$ cat config.mk
export PLATFORM = sky130hd
export DESIGN_NAME = arc_div
export DESIGN_NICKNAME = d
export VERILOG_FILES = /design/src/hw/rtl/arc_pkg.sv /design/src/hw/rtl/arc_div.sv
export SDC_FILE = /design/constraint.sdc
export NUM_CORES = 1
export LEC_CHECK = 0
export BUFFER_PORTS_ARGS = -buffer_cell sky130_fd_sc_hd__clkbuf_2
export CAP_MARGIN = 20
export CORE_MARGIN = 2
export CORE_UTILIZATION = 55
export CTS_BUF_LIST = sky130_fd_sc_hd__clkbuf_8
export DETAILED_ROUTE_END_ITERATION = 12
export HOLD_SLACK_MARGIN = 0.05
export PLACE_DENSITY = 0.69
export SETUP_SLACK_MARGIN = 0.1
export SYNTH_ARGS = -nofsm -noshare
export SYNTH_HDL_FRONTEND = slang
export SYNTH_SLANG_ARGS = --single-unit
$ cat constraint.sdc
create_clock -name aclk -period 5.03 [get_ports aclk]
set_input_delay 0.503 -clock aclk [delete_from_list [all_inputs] [get_ports aclk]]
set_output_delay 0.503 -clock aclk [all_outputs]
set_load 0.02 [all_outputs]
$ cat src/hw/rtl/arc_pkg.sv
package arc_pkg;

    localparam int SAMPLE_W   = 16;
    localparam int LEVEL_W    = 15;
    localparam int CURV_W     = 16;
    localparam int QUOT_W     = 16;
    localparam int MANT_W     = 31;
    localparam int SQRT_STEPS = 31;
    localparam int IPART_W    = 8;
    localparam int CFG_IDX_W  = 3;
    localparam int CFG_DATA_W = 16;

    localparam logic [CFG_IDX_W-1:0] CFG_CURVATURE  = 3'd0;
    localparam logic [CFG_IDX_W-1:0] CFG_MIN_LEVEL  = 3'd1;
    localparam logic [CFG_IDX_W-1:0] CFG_MAX_LEVEL  = 3'd2;
    localparam logic [CFG_IDX_W-1:0] CFG_DEAD_ZONE  = 3'd3;
    localparam logic [CFG_IDX_W-1:0] CFG_SATURATION = 3'd4;
    localparam logic [CFG_IDX_W-1:0] CFG_MIRRORED   = 3'd5;

    localparam logic [1:0] REGION_MIN   = 2'd0;
    localparam logic [1:0] REGION_CURVE = 2'd1;
    localparam logic [1:0] REGION_MAX   = 2'd2;

    // per-request sideband carried alongside the datapath
    typedef struct packed {
        logic               flip;
        logic               early;
        logic [1:0]         region;
        logic [LEVEL_W-1:0] y;
    } side_t;

endpackage

$ cat src/hw/rtl/arc_div.sv
module arc_div (
    input  logic                        aclk,
    input  logic                        aresetn,
    input  logic                        en,
    input  logic                        in_valid,
    input  arc_pkg::side_t              in_side,
    input  logic [arc_pkg::LEVEL_W-1:0] in_diff,
    input  logic [arc_pkg::LEVEL_W-1:0] range,
    output logic                        out_valid,
    output arc_pkg::side_t              out_side,
    output logic [arc_pkg::QUOT_W-1:0]  out_quot
);
    import arc_pkg::*;

    logic               valid_reg [QUOT_W];
    side_t              side_reg  [QUOT_W];
    logic [LEVEL_W-1:0] rem_reg   [QUOT_W];
    logic [QUOT_W-1:0]  quot_reg  [QUOT_W];

    genvar s;
    generate
        for (s = 0; s < QUOT_W; s++) begin : g_stage
            logic               valid_src;
            side_t              side_src;
            logic [LEVEL_W-1:0] rem_src;
            logic [QUOT_W-1:0]  quot_src;
            logic [LEVEL_W:0]   shifted;
            logic [LEVEL_W:0]   sub;
            logic               ge;
            logic [LEVEL_W-1:0] rem_next;
            logic [QUOT_W-1:0]  quot_next;

            if (s == 0) begin : g_first
                assign valid_src = in_valid;
                assign side_src  = in_side;
                assign rem_src   = in_diff;
                assign quot_src  = '0;
            end else begin : g_rest
                assign valid_src = valid_reg[s-1];
                assign side_src  = side_reg[s-1];
                assign rem_src   = rem_reg[s-1];
                assign quot_src  = quot_reg[s-1];
            end

            assign shifted   = {rem_src, 1'b0};
            assign sub       = shifted - {1'b0, range};
            assign ge        = shifted >= {1'b0, range};
            assign rem_next  = ge ? sub[LEVEL_W-1:0] : shifted[LEVEL_W-1:0];
            assign quot_next = {quot_src[QUOT_W-2:0], ge};

            always_ff @(posedge aclk) begin
                if (!aresetn) begin
                    valid_reg[s] <= 1'b0;
                end else if (en) begin
                    valid_reg[s] <= valid_src;
                end
            end

            always_ff @(posedge aclk) begin
                if (en) begin
                    side_reg[s] <= side_src;
                    rem_reg[s]  <= rem_next;
                    quot_reg[s] <= quot_next;
                end
            end
        end
    endgenerate

    assign out_valid = valid_reg[QUOT_W-1];
    assign out_side  = side_reg[QUOT_W-1];
    assign out_quot  = quot_reg[QUOT_W-1];

endmodule

==> results.tsv, run 1 <==
metric	value	unit
num_rows	92	
largest_reg_flops	304	
startpoint_type	register	
path_cells	ha_1, and3_1, a221oi_4, a31oi_1, o41ai_4, mux2_1	
yosysSeqAreaShare	58.9	%
fin_worst_skew	0.0404	ns
power	23.1	mW
synth_top_flop_cell	edfxtp_1	
drc	0	
max_stage_delay	0.89	ns
clock_path_buffers	3	
clock_sink_count	681	
die_h	255	um
syn_avg_cell_area	13.4	um2
critical_path_class	register to register	
tightest_slew	1.09	ns
dp_cells	3498	
die_x	255	um
post_cts_resized	0	
io_buffers	88	
dpl_worst_slack	1.12	ns
crit_path_max_fanout	20	
start_util	55.3	%
cellPowerDensity	600	nW/um2
netlist_top_cells_count	edfxtp_1 (680), ha_1 (239), a21oi_1 (180), nor2_1 (166), nand2_1 (137)	
ys_ff_latch	681	
hold_slack	0.117	ns
gp_congestion	0.886	
ff2ff_setup_slack	1.84	ns
ys_top_cells_by_area	edfxtp_1 (59%), ha_1 (8.6%), a21oi_1 (2.6%)	
syn_area	34700	um2
cts_buffers	109	
clock_latency	0.74	ns
cts_hold_buf	24	
synth_edf_count	680	
num_vias	21658	
postCtsSetupBuffers	0	
yosysMostFrequentCell	edfxtp_1	
maxCapViolations	0	
area_delta_synth_final	11.1	%
fin_setup_tns	0	ns
antenna_found_initial	1	
crit_path_end_kind	register	
yosysWarnings	0	
relSlewSlack	27.3	%
synth_top_area_cell	edfxtp_1	
ys_async_sr_fraction	0	%
post-route-worst-setup-slack	1.84	ns
dieArea	65100	um2
core_area	62700	um2
instances_no_fill	3721	
vdd_drop_max	0.331	mV
drt_iter0_markers	1616	
setup_violations	0	
status	finished, final reports clean	
grtUsageTotal	21.7	%
clk_pin_slew	0.06	ns
cp_slowest_cell	o41ai_4	
ys_types	95	
cts_root_buf	clkbuf_8	
hold_viol	0	
synth_nets	2893	
leakagePower	14.8	nW
h-tree-depth	3	
drive_above_1_share	14.8	%
cts_tree	yes	
drv_slew	0	
grt_pass1_wl	111000	um
overflow	0	
vias_per_cell	5.82	
grt_setup_unrepaired	no	
finalNetCount	3094	
ant_nets	0	
min_path_type	primary input to register	
io_pins	89	
fin_crit_sh	63.4	%
grt_max_degree	162	
grt_pass1_vias	21049	
wl_per_cell	19.0	um
fmax	314	MHz
firstDrtPassIters	6	
cp.required	5.51	ns
synthCells	2586	
dp_hpwl	46900	um
worstPathArrival	3.67	ns
min_period	3.19	ns
drt_wl_total	70800	um
netlist.area_leader.share	58.8	%
[per-stage QoR]
stage	utilization [%]	instance area [um2]
after floorplan	-	34700
after CTS	61.4	38500
after global routing	61.5	38600
final	61.5	38600
after detailed placement	57.6	36200
after global placement	57.6	36200
[where the power goes]
group / switching (mW) / total, mW / internal (mW)
Sequential: 0.703 / 8.78 / 8.07
Clock: 2.17 / 4.64 / 2.47
Combinational: 5.25 / 9.72 / 4.47
Total: 8.13 / 23.1 / 15.0
[layout by cell type (no fill, tap or decap), types with 32 or more instances in the layout]
cell / n
o21ai_0: 96
and3_1: 34
nor2_1: 166
nand2_1: 137
inv_1: 86
buf_4: 32
nor3_1: 46
o21ai_1: 34
a21oi_1: 180
xor2_1: 62
nand3_1: 41
a21o_1: 66
xnor2_1: 84
edfxtp_1: 680
ha_1: 239
clkbuf_8: 110
clkbuf_2: 87
a211oi_1: 32
o21a_1: 46
mux2_4: 32
mux2_2: 67
[path summary, 6_finish.rpt]
| check | startpoint | cells past startpoint | to |
|---|---|---|---|
| setup / recovery | rem_reg[0][4] | 6 | rem_reg[0][16] |
| hold / removal | in_valid | 2 | valid_reg[0] |
| setup reg to reg | rem_reg[0][4] | 6 | rem_reg[0][16] |
| hold reg to reg | side_reg[0][53] | 0 | side_reg[0][72] |
[kinds of logic (layout without fill, tap and decap cells)]
kind of cell | Yosys count | after routing | synth area share, %
compound gates | 681 | 681 | 13.4
flops | 681 | 681 | 58.9
simple gates | 577 | 577 | 8.20
fa+ha+maj | 254 | 254 | 9.48
xor+xnor | 146 | 146 | 3.68
mux | 130 | 130 | 4.52
buf+inv | 117 | 401 | 1.82
other cells | 0 | 5 | 0
[final cells by class]
| type | instances | area (um2) |
|---|---|---|
| Sequential cell | 681 | 20400 |
| Tap cell | 846 | 1060 |
| Fill cell | 4829 | 24200 |
| Clock inverter | 84 | 623 |
| Multi-Input combinational cell | 1788 | 13700 |
| Antenna cell | 5 | 12.5 |
| Timing Repair Buffer | 148 | 1010 |
| Inverter | 59 | 221 |
| Clock buffer | 110 | 1510 |
[layer usage]
metal,share of wire [%],track usage [%]
met1,44,29.1
met2,48,35.7
met3,4.9,3.75
met4,2.7,8.00
met5,0,0
[critical path, delay by kind of cell, from the launching register on]
family | cells | cell delay [ns]
AO/OA/AOI/OAI | 3 | 1.46
adder cells (fa/ha/maj) | 1 | 0.42
flip-flops | 1 | 0.41
multiplexers | 1 | 0.39
AND/OR/NAND/NOR | 1 | 0.25
No activity file was read; power rests on OpenSTA's default activity.
==> inputs of run 2 (changes only) <==
- clock period: 5.03 -> 3 ns (I/O delays scaled with it)
==> run 2 against run 1 <==
Net effect:
- cell area up 3.6%
- count of clock-buffer cells in the layout unchanged
- wire length up 2.8%
- setup slack worse by 1.6 ns
- cell count up 3.8%
- critical path type is now primary input to register
==> results.tsv, run 2 (synthesized netlist as in run 1, its figures left out) <==
metric	value	unit	change
leakagePower	15.6	nW	+5.1%
cellPowerDensity	997	nW/um2	+66%
die_x	255	um	unchanged
tightest_slew	0.769	ns	-0.320 ns
dp_hpwl	49700	um	+6.0%
largest_reg_flops	304		unchanged
grt_setup_unrepaired	no		
core_area	62700	um2	unchanged
layout_common_cells	edfxtp_1 (680), ha_1 (239), a21oi_1 (180), nor2_1 (166), buf_4 (143)		
drt_wl_total	72800	um	+2.8%
gp_congestion	0.918		+3.7%
drive_above_1_share	19.2	%	+4.4 points
drc	0		unchanged
hold_viol	0		unchanged
grt_pass1_vias	21639		+2.8%
post-route-worst-setup-slack	0.250	ns	-1.59 ns
antenna_found_initial	1		unchanged
wl_per_cell	18.9	um	-0.94%
min_period	2.75	ns	
fillers	4771		-1.2%
critical_path_class	primary input to register		
overflow	0		unchanged
clk_pin_slew	0.06	ns	about the same
die_h	255	um	unchanged
instances_no_fill	3862		+3.8%
firstDrtPassIters	5		-1
seq_area	20400	um2	unchanged
relSlewSlack	48.7	%	+21 points
cts_root_buf	clkbuf_8		
grt_max_degree	93		-43%
setup_violations	0		unchanged
mostFrequentLayoutCell	edfxtp_1		
clock_path_buffers	3		unchanged
maxCapViolations	0		unchanged
dp_cells	3625		+3.6%
startpoint_type	primary input		
worstPathArrival	3.22	ns	-0.45 ns
multi_input_area	13800	um2	+0.66%
status	finished, final reports clean		
num_rows	92		unchanged
clock_latency	0.74	ns	about the same
power	39.8	mW	+72%
fin_area	39900	um2	+3.6%
clock_sink_count	681		unchanged
ant_nets	0		unchanged
area_delta_synth_final	15.0	%	
cts_tree	yes		
dieArea	65100	um2	unchanged
cp.required	3.47	ns	-2.04 ns
drv_slew	0		unchanged
finalNetCount	3236		+4.6%
h-tree-depth	3		unchanged
start_util	55.3	%	unchanged
min_path_type	primary input to register		
dpl_worst_slack	-0.00289	ns	-1.12 ns
vdd_drop_max	0.493	mV	+49%
fmax	364	MHz	
grtUsageTotal	22.5	%	+0.73 points
dpl_cell_area	37400	um2	+3.4%
io_buffers	88		unchanged
drt_iter0_markers	1367		-15%
fin_crit_sh	91.7	%	
vias_per_cell	5.70		-2.2%
fin_worst_skew	0.0448	ns	+0.00439 ns
hold_slack	0.254	ns	+0.138 ns
crit_path_max_fanout	11		-45%
crit_path_end_kind	register		
io_pins	89		unchanged
cts_buffers	110		+0.92%
num_vias	21995		+1.6%
grt_pass1_wl	114000	um	+2.8%
run 2: timing repair:
action	in CTS	in global routing
hold endpoints to repair	87	0
hold buffers	37	0
setup buffers	0	0
gates resized for setup	0	2
setup endpoints to repair	0	19
run 2: metrics by stage:
step | TNS, ns | utilization (%)
2_1_floorplan | -1.17 | -
3_3_place_gp | -0.0722 | 59.6
3_5_place_dp | -0.00289 | 59.6
4_1_cts | 0 | 63.6
5_1_grt | 0 | 63.6
6_report | 0 | 63.6
run 2: path summary, 6_finish.rpt:
| check | cells after the start | to | from | slack, ns |
|---|---|---|---|---|
| setup / recovery | 12 | rem_reg[7][8] | range[0] | 0.25 |
| hold / removal | 4 | rem_reg[0][1] | in_diff[14] | 0.25 |
| setup reg to reg | 7 | rem_reg[1][18] | rem_reg[1][2] | 0.31 |
| hold reg to reg | 0 | side_reg[0][77] | side_reg[0][58] | 0.40 |
run 2: critical path: stages:
cell	delay, ns
dlygate4sd3_1	0.53
clkbuf_2	0.13
inv_4	0.19
buf_4	0.21
fa_2	0.25
a211oi_2	0.10
o211ai_1	0.31
nand2_1	0.18
a211oi_4	0.31
nor2_2	0.11
inv_2	0.21
mux2_2	0.36
run 2: metal layers:
| metal | wire length, um | track usage [%] |
|---|---|---|
| met4 | 2650 | 10.1 |
| met2 | 33700 | 35.6 |
| met1 | 32700 | 30.5 |
| met3 | 3700 | 3.80 |
| met5 | 0 | 0 |
run 2: power by group:
part,switching (mW),total [mW],internal [mW]
clock network,3.70,7.71,4.01
registers,1.23,14.8,13.5
logic,9.00,17.3,8.32
total,13.9,39.8,25.9
run 2: layout make-up:
| cell class | count | share of cell area [%] |
|---|---|---|
| sequential | 681 | 51.2 |
| tap | 846 | 2.65 |
| inverter | 59 | 0.570 |
| clock inverter | 87 | 1.55 |
| clock buffer | 110 | 3.79 |
| antenna | 2 | 0.0125 |
| timing repair buffer | 288 | 5.75 |
| multi-input combinational | 1789 | 34.5 |
